File: src/rtl/core/mts_pkg.sv
// shared types and codes for the multi timer scheduler
package mts_pkg;

   typedef enum logic [2:0] {
      OP_ALLOC  = 3'd0,
      OP_START  = 3'd1,
      OP_STOP   = 3'd2,
      OP_DELETE = 3'd3,
      OP_TICK   = 3'd4
   } op_type;

   typedef enum logic [1:0] {
      ST_OK          = 2'd0,
      ST_NO_SLOT     = 2'd1,
      ST_NOT_ALLOC   = 2'd2,
      ST_STOPPED     = 2'd3
   } status_type;

   localparam int MODE_ONCE     = 0;
   localparam int MODE_RELATIVE = 1;
   localparam int MODE_AUTO_DEL = 2;

   localparam int MAX_FIRES = 15;

   typedef struct packed {
      logic [2:0]  op;
      logic [3:0]  timer_index;
      logic [31:0] period;
      logic [2:0]  mode_bits;
      logic [31:0] now_time;
   } req_type;

   typedef struct packed {
      logic [1:0]  status;
      logic [3:0]  result_index;
      logic        fired;
      logic [31:0] wait_time;
      logic        last;
   } rsp_type;

endpackage

File: src/rtl/core/mts_ram.sv
// generic single write, single read ram with registered read data
module mts_ram #(
   parameter int WIDTH = 32,
   parameter int DEPTH = 16
) (
   input  logic                                          clock,
   input  logic                                          wr_en,
   input  logic [((DEPTH > 1) ? $clog2(DEPTH) : 1)-1:0]  wr_addr,
   input  logic [WIDTH-1:0]                              wr_data,
   input  logic [((DEPTH > 1) ? $clog2(DEPTH) : 1)-1:0]  rd_addr,
   output logic [WIDTH-1:0]                              rd_data
);
   logic [WIDTH-1:0] mem_ff [DEPTH];
   logic [WIDTH-1:0] rd_data_ff;

   always_ff @(posedge clock) begin
      if (wr_en) begin
         mem_ff[wr_addr] <= wr_data;
      end
      rd_data_ff <= mem_ff[rd_addr];
   end

   assign rd_data = rd_data_ff;
endmodule

File: src/rtl/core/mts_rem.sv
// iterative restoring remainder unit, one quotient bit per cycle
module mts_rem (
   input  logic        clock,
   input  logic        reset,
   input  logic        go,
   input  logic [31:0] dividend,
   input  logic [31:0] divisor,
   output logic        done,
   output logic [31:0] remainder
);
   logic        run_ff, run_in;
   logic [5:0]  cnt_ff, cnt_in;
   logic [31:0] rem_ff, rem_in;
   logic [31:0] dq_ff, dq_in;
   logic [31:0] dv_ff, dv_in;
   logic        done_ff, done_in;
   logic [32:0] trial;

   always_comb begin
      run_in  = run_ff;
      cnt_in  = cnt_ff;
      rem_in  = rem_ff;
      dq_in   = dq_ff;
      dv_in   = dv_ff;
      done_in = 1'b0;
      trial   = {rem_ff, dq_ff[31]};
      if (go) begin
         run_in = 1'b1;
         cnt_in = 6'd0;
         rem_in = 32'd0;
         dq_in  = dividend;
         dv_in  = divisor;
      end else if (run_ff) begin
         if (trial >= {1'b0, dv_ff}) begin
            rem_in = 32'(trial - {1'b0, dv_ff});
         end else begin
            rem_in = trial[31:0];
         end
         dq_in  = {dq_ff[30:0], 1'b0};
         cnt_in = cnt_ff + 6'd1;
         if (cnt_ff == 6'd31) begin
            run_in  = 1'b0;
            done_in = 1'b1;
         end
      end
   end

   always_ff @(posedge clock) begin
      if (reset) begin
         run_ff  <= 1'b0;
         done_ff <= 1'b0;
      end else begin
         run_ff  <= run_in;
         done_ff <= done_in;
      end
      cnt_ff <= cnt_in;
      rem_ff <= rem_in;
      dq_ff  <= dq_in;
      dv_ff  <= dv_in;
   end

   assign done      = done_ff;
   assign remainder = rem_ff;
endmodule

File: src/rtl/core/multi_timer_scheduler.sv
// multi timer scheduler top level: command decode, slot scan sequencer, timer rams
//
// usage: a command is taken at a clock edge with start high and busy low; busy
// stays high until the cycle in which the last result is shown. results appear on
// rsp_data for one cycle each with rsp_valid high and cannot be held off.
// create, start, stop, delete and unknown codes show their one result after the
// execute state, through the result register. a tick scans all TIMER_SLOTS
// slots through one shared due/age comparator: one scan per fired timer, one
// that finds nothing more due (left out once 15 have fired) and a final one for
// the wait time. each reload passes through a reload state, an absolute timer
// that is far behind also waits for the remainder unit, and reloaded timers are
// restamped one per cycle before the final scan. the next command can be taken
// at the edge that ends the result flagged last.
// csr_data sets the early fire margin; the port is always ready, and the user must
// write it only while the block is idle; the block itself does not enforce this.
// reset (synchronous, active high) frees all slots, clears the insert counter
// and the margin, and needs no clearing pass: ram contents are only read for
// running slots, which start always wrote.
module multi_timer_scheduler #(
   parameter int TIMER_SLOTS = 16
) (
   input  logic             clock,
   input  logic             reset,
   input  logic             start,
   output logic             busy,
   input  mts_pkg::req_type req_data,
   output logic             rsp_valid,
   output mts_pkg::rsp_type rsp_data,
   input  logic             csr_valid,
   output logic             csr_ready,
   input  logic [15:0]      csr_data
);
   localparam int IW = (TIMER_SLOTS > 1) ? $clog2(TIMER_SLOTS) : 1;
   localparam int CW = $clog2(TIMER_SLOTS + 1);
   localparam int ADDR_SLOTS = (TIMER_SLOTS < 16) ? TIMER_SLOTS : 16;

   typedef enum logic [3:0] {
      S_IDLE, S_EXEC, S_SCAN, S_DECIDE, S_RELOAD, S_REM, S_STAMP
   } state_type;

   state_type        state_ff, state_in;
   mts_pkg::req_type req_ff, req_in;
   mts_pkg::rsp_type rsp_ff, rsp_in;
   logic             rspv_ff, rspv_in;
   logic             alloc_ff [TIMER_SLOTS];
   logic             alloc_in [TIMER_SLOTS];
   logic             run_ff   [TIMER_SLOTS];
   logic             run_in   [TIMER_SLOTS];
   logic [2:0]       mode_ff  [TIMER_SLOTS];
   logic [2:0]       mode_in  [TIMER_SLOTS];
   logic             done_ff  [TIMER_SLOTS];
   logic             done_in  [TIMER_SLOTS];
   logic [31:0]      ctr_ff, ctr_in;
   logic [15:0]      margin_ff, margin_in;
   logic [32:0]      limit_ff, limit_in;
   logic [CW-1:0]    scan_ff, scan_in;
   logic             pv_ff, pv_in;
   logic [IW-1:0]    pidx_ff, pidx_in;
   logic             bv_ff, bv_in;
   logic [IW-1:0]    bidx_ff, bidx_in;
   logic [31:0]      bdue_ff, bdue_in;
   logic [31:0]      bage_ff, bage_in;
   logic [3:0]       nf_ff, nf_in;
   logic [3:0]       nr_ff, nr_in;
   logic [3:0]       st_ff, st_in;
   logic [IW-1:0]    order_ff [mts_pkg::MAX_FIRES];
   logic [IW-1:0]    order_in [mts_pkg::MAX_FIRES];
   logic             final_ff, final_in;
   logic [31:0]      peff_ff, peff_in;

   logic [IW-1:0]    rd_addr;
   logic             due_we, per_we, stm_we;
   logic [IW-1:0]    due_wa, stm_wa;
   logic [31:0]      due_wd, stm_wd;
   logic [31:0]      due_q, per_q, stm_q;

   logic             rem_go, rem_done;
   logic [31:0]      rem_dividend, rem_q;

   logic [IW-1:0]    ix_slot;
   logic             ix_ok;
   logic             free_found;
   logic [IW-1:0]    free_idx;
   logic [31:0]      age;
   logic [32:0]      abs_sum;
   logic [31:0]      p_eff;

   assign busy      = (state_ff != S_IDLE);
   assign csr_ready = 1'b1;
   assign rsp_valid = rspv_ff;
   assign rsp_data  = rsp_ff;

   assign ix_slot = IW'(req_ff.timer_index);
   assign ix_ok   = (32'(req_ff.timer_index) < ADDR_SLOTS) && alloc_ff[ix_slot];
   assign age     = ctr_ff - stm_q;
   assign p_eff   = (per_q == 32'd0) ? 32'd1 : per_q;
   assign abs_sum = {1'b0, bdue_ff} + {1'b0, p_eff};
   assign rem_dividend = req_ff.now_time - abs_sum[31:0];

   // lowest free slot among the addressable ones
   always_comb begin
      free_found = 1'b0;
      free_idx   = '0;
      for (int k = ADDR_SLOTS - 1; k >= 0; k--) begin
         if (!alloc_ff[k]) begin
            free_found = 1'b1;
            free_idx   = IW'(k);
         end
      end
   end

   always_comb begin
      state_in  = state_ff;
      req_in    = req_ff;
      rsp_in    = rsp_ff;
      rspv_in   = 1'b0;
      alloc_in  = alloc_ff;
      run_in    = run_ff;
      mode_in   = mode_ff;
      done_in   = done_ff;
      ctr_in    = ctr_ff;
      margin_in = margin_ff;
      limit_in  = limit_ff;
      scan_in   = scan_ff;
      pv_in     = 1'b0;
      pidx_in   = pidx_ff;
      bv_in     = bv_ff;
      bidx_in   = bidx_ff;
      bdue_in   = bdue_ff;
      bage_in   = bage_ff;
      nf_in     = nf_ff;
      nr_in     = nr_ff;
      st_in     = st_ff;
      order_in  = order_ff;
      final_in  = final_ff;
      peff_in   = peff_ff;
      rd_addr   = bidx_ff;
      due_we    = 1'b0;
      due_wa    = bidx_ff;
      due_wd    = req_ff.now_time + req_ff.period;
      per_we    = 1'b0;
      stm_we    = 1'b0;
      stm_wa    = ix_slot;
      stm_wd    = ctr_ff;
      rem_go    = 1'b0;

      if (csr_valid) begin
         margin_in = csr_data;
      end

      case (state_ff)
         S_IDLE: begin
            if (start) begin
               req_in   = req_data;
               state_in = S_EXEC;
            end
         end
         S_EXEC: begin
            rsp_in         = '0;
            rsp_in.last    = 1'b1;
            rsp_in.result_index = req_ff.timer_index;
            rspv_in        = 1'b1;
            state_in       = S_IDLE;
            case (req_ff.op)
               mts_pkg::OP_ALLOC: begin
                  if (free_found) begin
                     alloc_in[free_idx] = 1'b1;
                     run_in[free_idx]   = 1'b0;
                     mode_in[free_idx]  = 3'd0;
                     rsp_in.result_index = 4'(free_idx);
                  end else begin
                     rsp_in.status       = mts_pkg::ST_NO_SLOT;
                     rsp_in.result_index = 4'd0;
                  end
               end
               mts_pkg::OP_START: begin
                  if (!ix_ok) begin
                     rsp_in.status = mts_pkg::ST_NOT_ALLOC;
                  end else begin
                     mode_in[ix_slot] = mode_ff[ix_slot] | req_ff.mode_bits;
                     run_in[ix_slot]  = 1'b1;
                     per_we = 1'b1;
                     due_we = 1'b1;
                     due_wa = ix_slot;
                     stm_we = 1'b1;
                     ctr_in = ctr_ff + 32'd1;
                  end
               end
               mts_pkg::OP_STOP: begin
                  if (!ix_ok) begin
                     rsp_in.status = mts_pkg::ST_NOT_ALLOC;
                  end else if (!run_ff[ix_slot]) begin
                     rsp_in.status = mts_pkg::ST_STOPPED;
                  end else begin
                     run_in[ix_slot] = 1'b0;
                     if (mode_ff[ix_slot][mts_pkg::MODE_AUTO_DEL]) begin
                        alloc_in[ix_slot] = 1'b0;
                        mode_in[ix_slot]  = 3'd0;
                     end
                  end
               end
               mts_pkg::OP_DELETE: begin
                  if (!ix_ok) begin
                     rsp_in.status = mts_pkg::ST_NOT_ALLOC;
                  end else begin
                     alloc_in[ix_slot] = 1'b0;
                     run_in[ix_slot]   = 1'b0;
                     mode_in[ix_slot]  = 3'd0;
                  end
               end
               mts_pkg::OP_TICK: begin
                  rspv_in  = 1'b0;
                  limit_in = {1'b0, req_ff.now_time} + {17'd0, margin_ff};
                  nf_in    = 4'd0;
                  nr_in    = 4'd0;
                  final_in = 1'b0;
                  for (int k = 0; k < TIMER_SLOTS; k++) begin
                     done_in[k] = 1'b0;
                  end
                  scan_in  = '0;
                  bv_in    = 1'b0;
                  state_in = S_SCAN;
               end
               default: begin
                  rsp_in.result_index = 4'd0;
               end
            endcase
         end
         S_SCAN: begin
            // address goes out in the cycle before the compare
            if (32'(scan_ff) < TIMER_SLOTS) begin
               rd_addr = scan_ff[IW-1:0];
               pv_in   = 1'b1;
               pidx_in = scan_ff[IW-1:0];
               scan_in = scan_ff + CW'(1);
            end else begin
               state_in = S_DECIDE;
            end
            if (pv_ff && run_ff[pidx_ff] && !done_ff[pidx_ff]) begin
               if (!bv_ff || due_q < bdue_ff || (due_q == bdue_ff && age < bage_ff)) begin
                  bv_in   = 1'b1;
                  bidx_in = pidx_ff;
                  bdue_in = due_q;
                  bage_in = age;
               end
            end
         end
         S_DECIDE: begin
            rsp_in = '0;
            if (final_ff) begin
               rsp_in.last = 1'b1;
               if (bv_ff) begin
                  rsp_in.wait_time = (bdue_ff > req_ff.now_time) ?
                                     bdue_ff - req_ff.now_time : 32'd1;
               end
               rspv_in  = 1'b1;
               state_in = S_IDLE;
            end else if (!bv_ff || {1'b0, bdue_ff} > limit_ff) begin
               st_in    = 4'd0;
               state_in = S_STAMP;
            end else begin
               rsp_in.fired        = 1'b1;
               rsp_in.result_index = 4'(bidx_ff);
               rspv_in             = 1'b1;
               done_in[bidx_ff]    = 1'b1;
               nf_in               = nf_ff + 4'd1;
               scan_in             = '0;
               bv_in               = 1'b0;
               if (mode_ff[bidx_ff][mts_pkg::MODE_AUTO_DEL]) begin
                  alloc_in[bidx_ff] = 1'b0;
                  run_in[bidx_ff]   = 1'b0;
                  mode_in[bidx_ff]  = 3'd0;
                  state_in = (nf_ff == 4'(mts_pkg::MAX_FIRES - 1)) ? S_STAMP : S_SCAN;
               end else if (mode_ff[bidx_ff][mts_pkg::MODE_ONCE]) begin
                  run_in[bidx_ff] = 1'b0;
                  state_in = (nf_ff == 4'(mts_pkg::MAX_FIRES - 1)) ? S_STAMP : S_SCAN;
               end else begin
                  // period read for the reload
                  rd_addr  = bidx_ff;
                  state_in = S_RELOAD;
               end
               st_in = 4'd0;
            end
         end
         S_RELOAD: begin
            order_in[nr_ff] = bidx_ff;
            nr_in           = nr_ff + 4'd1;
            peff_in         = p_eff;
            state_in = (nf_ff == 4'(mts_pkg::MAX_FIRES)) ? S_STAMP : S_SCAN;
            if (mode_ff[bidx_ff][mts_pkg::MODE_RELATIVE]) begin
               due_we = 1'b1;
               due_wd = req_ff.now_time + per_q;
            end else if (abs_sum > {1'b0, req_ff.now_time}) begin
               due_we = 1'b1;
               due_wd = abs_sum[31:0];
            end else begin
               rem_go   = 1'b1;
               state_in = S_REM;
            end
         end
         S_REM: begin
            if (rem_done) begin
               due_we = 1'b1;
               due_wd = req_ff.now_time - rem_q + peff_ff;
               state_in = (nf_ff == 4'(mts_pkg::MAX_FIRES)) ? S_STAMP : S_SCAN;
            end
         end
         S_STAMP: begin
            if (st_ff < nr_ff) begin
               stm_we = 1'b1;
               stm_wa = order_ff[st_ff];
               ctr_in = ctr_ff + 32'd1;
               st_in  = st_ff + 4'd1;
            end else begin
               for (int k = 0; k < TIMER_SLOTS; k++) begin
                  done_in[k] = 1'b0;
               end
               final_in = 1'b1;
               scan_in  = '0;
               bv_in    = 1'b0;
               state_in = S_SCAN;
            end
         end
         default: begin
            state_in = S_IDLE;
         end
      endcase
   end

   always_ff @(posedge clock) begin
      if (reset) begin
         state_ff  <= S_IDLE;
         rspv_ff   <= 1'b0;
         ctr_ff    <= 32'd0;
         margin_ff <= 16'd0;
         pv_ff     <= 1'b0;
         for (int k = 0; k < TIMER_SLOTS; k++) begin
            alloc_ff[k] <= 1'b0;
            run_ff[k]   <= 1'b0;
            mode_ff[k]  <= 3'd0;
         end
      end else begin
         state_ff  <= state_in;
         rspv_ff   <= rspv_in;
         ctr_ff    <= ctr_in;
         margin_ff <= margin_in;
         pv_ff     <= pv_in;
         alloc_ff  <= alloc_in;
         run_ff    <= run_in;
         mode_ff   <= mode_in;
      end
      rsp_ff   <= rsp_in;
      req_ff   <= req_in;
      done_ff  <= done_in;
      limit_ff <= limit_in;
      scan_ff  <= scan_in;
      pidx_ff  <= pidx_in;
      bv_ff    <= bv_in;
      bidx_ff  <= bidx_in;
      bdue_ff  <= bdue_in;
      bage_ff  <= bage_in;
      nf_ff    <= nf_in;
      nr_ff    <= nr_in;
      st_ff    <= st_in;
      order_ff <= order_in;
      final_ff <= final_in;
      peff_ff  <= peff_in;
   end

   mts_ram #(.WIDTH(32), .DEPTH(TIMER_SLOTS)) u_due_ram (
      .clock(clock), .wr_en(due_we), .wr_addr(due_wa), .wr_data(due_wd),
      .rd_addr(rd_addr), .rd_data(due_q)
   );

   mts_ram #(.WIDTH(32), .DEPTH(TIMER_SLOTS)) u_period_ram (
      .clock(clock), .wr_en(per_we), .wr_addr(ix_slot), .wr_data(req_ff.period),
      .rd_addr(rd_addr), .rd_data(per_q)
   );

   mts_ram #(.WIDTH(32), .DEPTH(TIMER_SLOTS)) u_stamp_ram (
      .clock(clock), .wr_en(stm_we), .wr_addr(stm_wa), .wr_data(stm_wd),
      .rd_addr(rd_addr), .rd_data(stm_q)
   );

   mts_rem u_rem (
      .clock(clock), .reset(reset), .go(rem_go), .dividend(rem_dividend),
      .divisor(p_eff), .done(rem_done), .remainder(rem_q)
   );
endmodule

File: config.mk
export PLATFORM = sky130hd
export DESIGN_NAME = multi_timer_scheduler
export DESIGN_NICKNAME = d
export VERILOG_FILES = /design/src/rtl/core/mts_pkg.sv /design/src/rtl/core/mts_ram.sv /design/src/rtl/core/mts_rem.sv /design/src/rtl/core/multi_timer_scheduler.sv
export SDC_FILE = /design/constraint.sdc
export NUM_CORES = 2
export LEC_CHECK = 0
export ABC_AREA = 1
export BUFFER_PORTS_ARGS = -buffer_cell sky130_fd_sc_hd__buf_2
export CAP_MARGIN = 5
export CORE_MARGIN = 2
export CORE_UTILIZATION = 61
export CTS_BUF_LIST = sky130_fd_sc_hd__clkbuf_8
export DETAILED_ROUTE_END_ITERATION = 10
export PLACE_DENSITY = 0.75
export SETUP_SLACK_MARGIN = 0.2
export SLEW_MARGIN = 40
export SYNTH_ARGS = -nofsm -noshare
export SYNTH_HDL_FRONTEND = slang
export SYNTH_SLANG_ARGS = --single-unit
File: constraint.sdc
create_clock -name clock -period 15.9 [get_ports clock]
set_clock_uncertainty 0.05 [all_clocks]
set_input_delay 3.975 -clock clock [delete_from_list [all_inputs] [get_ports clock]]
set_output_delay 3.975 -clock clock [all_outputs]
set_load 0.1 [all_outputs]
==> results_dict.tcl <==
set metrics [dict create \
    start_kind "flop" \
    initial_utilization 0.615 \
    track_usage 0.379 \
    violations "DRC" \
    place_congestion 1.10 \
    cts.sinks 2215 \
    async_flop_share 0 \
    grt_max_degree 219 \
    vias 85800 \
    synth_nets 11800 \
    cts_setup_buffers 0 \
    synth_cells 11200 \
    die-area_mm2 0.184 \
    layout_setup_ws_ns 7.29 \
    hold_buffers 0 \
    crit_required_ns 16.57 \
    portBuffers 135 \
    final_util 0.675 \
    synth-seq-cells 2215 \
    p_switching_w 0.00320 \
    cp.arrival_ns 9.28 \
    relSlewSlack 0.306 \
    clkTransAtPathRegs_ns 0.06 \
    rsz0062_at_grt "no" \
    crit_path_frequent_cell "nand2_1" \
    end_kind "flop" \
    hold_ws_ns 0.388 \
    netlist_area_mm2 0.110 \
    antenna_found_initial 37 \
    final.period_utilization 0.542 \
    synth_cell_types 56 \
    hold_viol_final 0 \
    path_delay_family "simple AND/OR/NAND/NOR gates" \
    syn2layout_area_growth_pct 9.74 \
    power.share.switching 0.258 \
    power.share.combinational 0.090 \
    p_clk_frac 0.382 \
    outcome "finished with violations" \
    synth_edf_count 1946 \
    overflow 0 \
    ir_worst_vdd_v 0.000123 \
    p_int_w 0.00918 \
    drive_above_1_share 0.0796 \
    ys_seq_area_frac 0.581 \
    crit_type "reg2reg" \
    nets 12000 \
    crit_path_max_fanout 17 \
    period_needed_ns 8.61 \
    die_h_um 428 \
    grt_pass1_wl_um 516000 \
    slew_violations 0 \
    ys.flop_type "edfxtp_1" \
    cts_resized 0 \
    path_buf_inv 2 \
    ys.warnings.count 0 \
    maxCapViolCount 0 \
    dp_hpwl_um 242000 \
    holdCritPathClass "reg2reg" \
    final-setup-viol-count 0 \
    dp_worst_setup_slack_ns 7.45 \
    tritoncts "done" \
    insertion_delay_ns 1.13 \
    wirelength_um 356000 \
    pwr-share-seq 0.529 \
    max_freq_ghz 0.116 \
    synth.avg_cell_area_um2 9.80 \
    drc 1 \
    tns_ns 0 \
    drt_iter0_drc 10400 \
    drtPass1Iterations 11 \
    tightest_slew_ns 1.03 \
    die_w_um 428 \
    num_io_pins 137 \
    leakage_nw 49.1 \
    viasPerCell 6.08 \
    ant_nets 0 \
    numCtsBuffers 373 \
    clock_path_buffers 4 \
    slowest_stage "nor2_4" \
    powerDensity_mw_per_mm2 103 \
    cts-root-buf "clkbuf_8" \
    coreArea_mm2 0.179 \
    wl_per_cell_um 25.2 \
    max_stage_delay_ns 0.67 \
    grt_pass1_vias 80900 \
    rows 155 \
    fillers 13600 \
    htreeDepth 5 \
]
==> logic make-up (layout without fill, tap and decap cells) <==
| family | Yosys count | in the layout | share of synthesized area |
|---|---|---|---|
| AOI/OAI and AO/OA | 2691 | 2691 | 0.137 |
| xor gates and xnor gates | 232 | 232 | 0.0185 |
| adders and majority gates | 447 | 447 | 0.0535 |
| buffers and inverters | 2219 | 2711 | 0.0785 |
| DFF | 2215 | 2215 | 0.581 |
| other | 1 | 43 | 0.0000341 |
| and+or+nand+nor | 3409 | 3409 | 0.132 |
==> metrics by stage <==
| step | total power (W) | std cells | instance area [um2] |
|---|---|---|---|
| after floorplan | 0.00728 | 11200 | 110000 |
| after global placement | 0.00769 | 13400 | 113000 |
| after detailed placement | 0.00772 | 13400 | 114000 |
| after CTS | 0.0124 | 14100 | 120000 |
| after global routing | 0.0127 | 14100 | 121000 |
| final | 0.0124 | 14100 | 121000 |
==> area by class of cell <==
cell class	count	area, um2	share of cell area
diodes	42	105	0.000871
clock buffers	396	5450	0.0452
clock inverters	265	1340	0.0111
inverters	1735	6540	0.0542
multi-input cells	6780	38100	0.315
flip-flops and latches	2215	63800	0.529
well taps	2355	2950	0.0244
repair buffers	315	2370	0.0196
==> metal layers <==
metal	global-route usage	up-vias	routed length, um
li1	-	39200	-
met1	0.477	40600	132000
met2	0.597	4803	161000
met3	0.0760	1124	34500
met4	0.257	18	28300
met5	0	-	118
==> power by group through the flow <==
stage | registers, W | logic [W] | clock network (W)
floorplan | 0.00667 | 0.000611 | 0
global placement | 0.00666 | 0.00102 | 0
detailed placement | 0.00666 | 0.00106 | 0
CTS | 0.00654 | 0.00107 | 0.00477
global route | 0.00654 | 0.00118 | 0.00502
finish | 0.00654 | 0.00111 | 0.00473
==> worst paths after layout <==
path	start	end	slack, ns	depth (start not counted)
setup / recovery	u_period_ram.rd_data[29]$_DFF_P_	u_due_ram.mem_ff[0][23]$_DFFE_PP_	7.29	33
hold / removal	u_due_ram.rd_data[30]$_DFF_P_	bdue_ff[30]$_DFFE_PP_	0.39	0
setup reg to reg	u_period_ram.rd_data[29]$_DFF_P_	u_due_ram.mem_ff[0][23]$_DFFE_PP_	7.29	33
hold reg to reg	u_due_ram.rd_data[30]$_DFF_P_	bdue_ff[30]$_DFFE_PP_	0.39	0
==> synthesized netlist by cell type, types with 7 or more instances <==
cell type | instances | area share
a221oi_1 | 13 | 0.0010
inv_2 | 19 | 0.00065
o21ai_0 | 770 | 0.035
nor3_1 | 90 | 0.0041
a21boi_0 | 16 | 0.0011
o22ai_1 | 75 | 0.0043
ha_1 | 408 | 0.046
fa_1 | 39 | 0.0071
buf_4 | 8 | 0.00055
nand4_1 | 74 | 0.0042
o221ai_1 | 47 | 0.0037
o21a_1 | 22 | 0.0015
a31oi_1 | 35 | 0.0020
buf_2 | 213 | 0.0097
a21o_1 | 25 | 0.0017
dfxtp_1 | 269 | 0.049
o21ai_1 | 178 | 0.0081
a211oi_1 | 9 | 0.00061
nand2_1 | 1767 | 0.060
buf_1 | 32 | 0.0011
nor2_1 | 601 | 0.021
xor2_1 | 150 | 0.012
nor2_2 | 9 | 0.00051
nand3_2 | 10 | 0.00091
or2_2 | 26 | 0.0015
o211ai_1 | 355 | 0.024
nor4_1 | 35 | 0.0020
o21bai_1 | 25 | 0.0017
xnor2_1 | 82 | 0.0065
nand3b_1 | 36 | 0.0025
o311ai_0 | 7 | 0.00056
clkbuf_1 | 231 | 0.0079
edfxtp_1 | 1946 | 0.53
inv_1 | 1712 | 0.058
nand3_1 | 746 | 0.034
a21oi_1 | 1091 | 0.050
==> placed cells by master (no fill, tap or decap), types with 25 or more instances in the layout <==
| master | n |
|---|---|
| o21ai_0 | 761 |
| nand3_1 | 745 |
| buf_4 | 138 |
| clkinv_2 | 41 |
| a31oi_1 | 35 |
| o221ai_1 | 47 |
| nor2_1 | 545 |
| diode_2 | 42 |
| o211ai_1 | 355 |
| nand2_1 | 1762 |
| xnor2_1 | 79 |
| a21oi_1 | 1090 |
| o21ai_1 | 184 |
| clkbuf_8 | 396 |
| inv_1 | 1834 |
| o21bai_1 | 25 |
| o22ai_1 | 75 |
| nor2_4 | 55 |
| ha_1 | 408 |
| xor2_1 | 147 |
| or2_2 | 26 |
| nand4_1 | 74 |
| dfxtp_1 | 268 |
| edfxtp_1 | 1946 |
| nand3b_1 | 36 |
| nor3_1 | 84 |
| clkinv_1 | 81 |
| nor4_1 | 35 |
| a21o_1 | 25 |
| fa_1 | 39 |
| buf_2 | 137 |
==> registers in the layout, summed over array words and instances (netlist names), 33 cells and up <==
signal and cells:
req_ff 70, mode_ff 48, order_ff 60, u_stamp_ram.mem_ff 512
u_due_ram.mem_ff 512, rsp_data 40, u_period_ram.mem_ff 512, limit_ff 33
(Power assumes the default switching activity.)
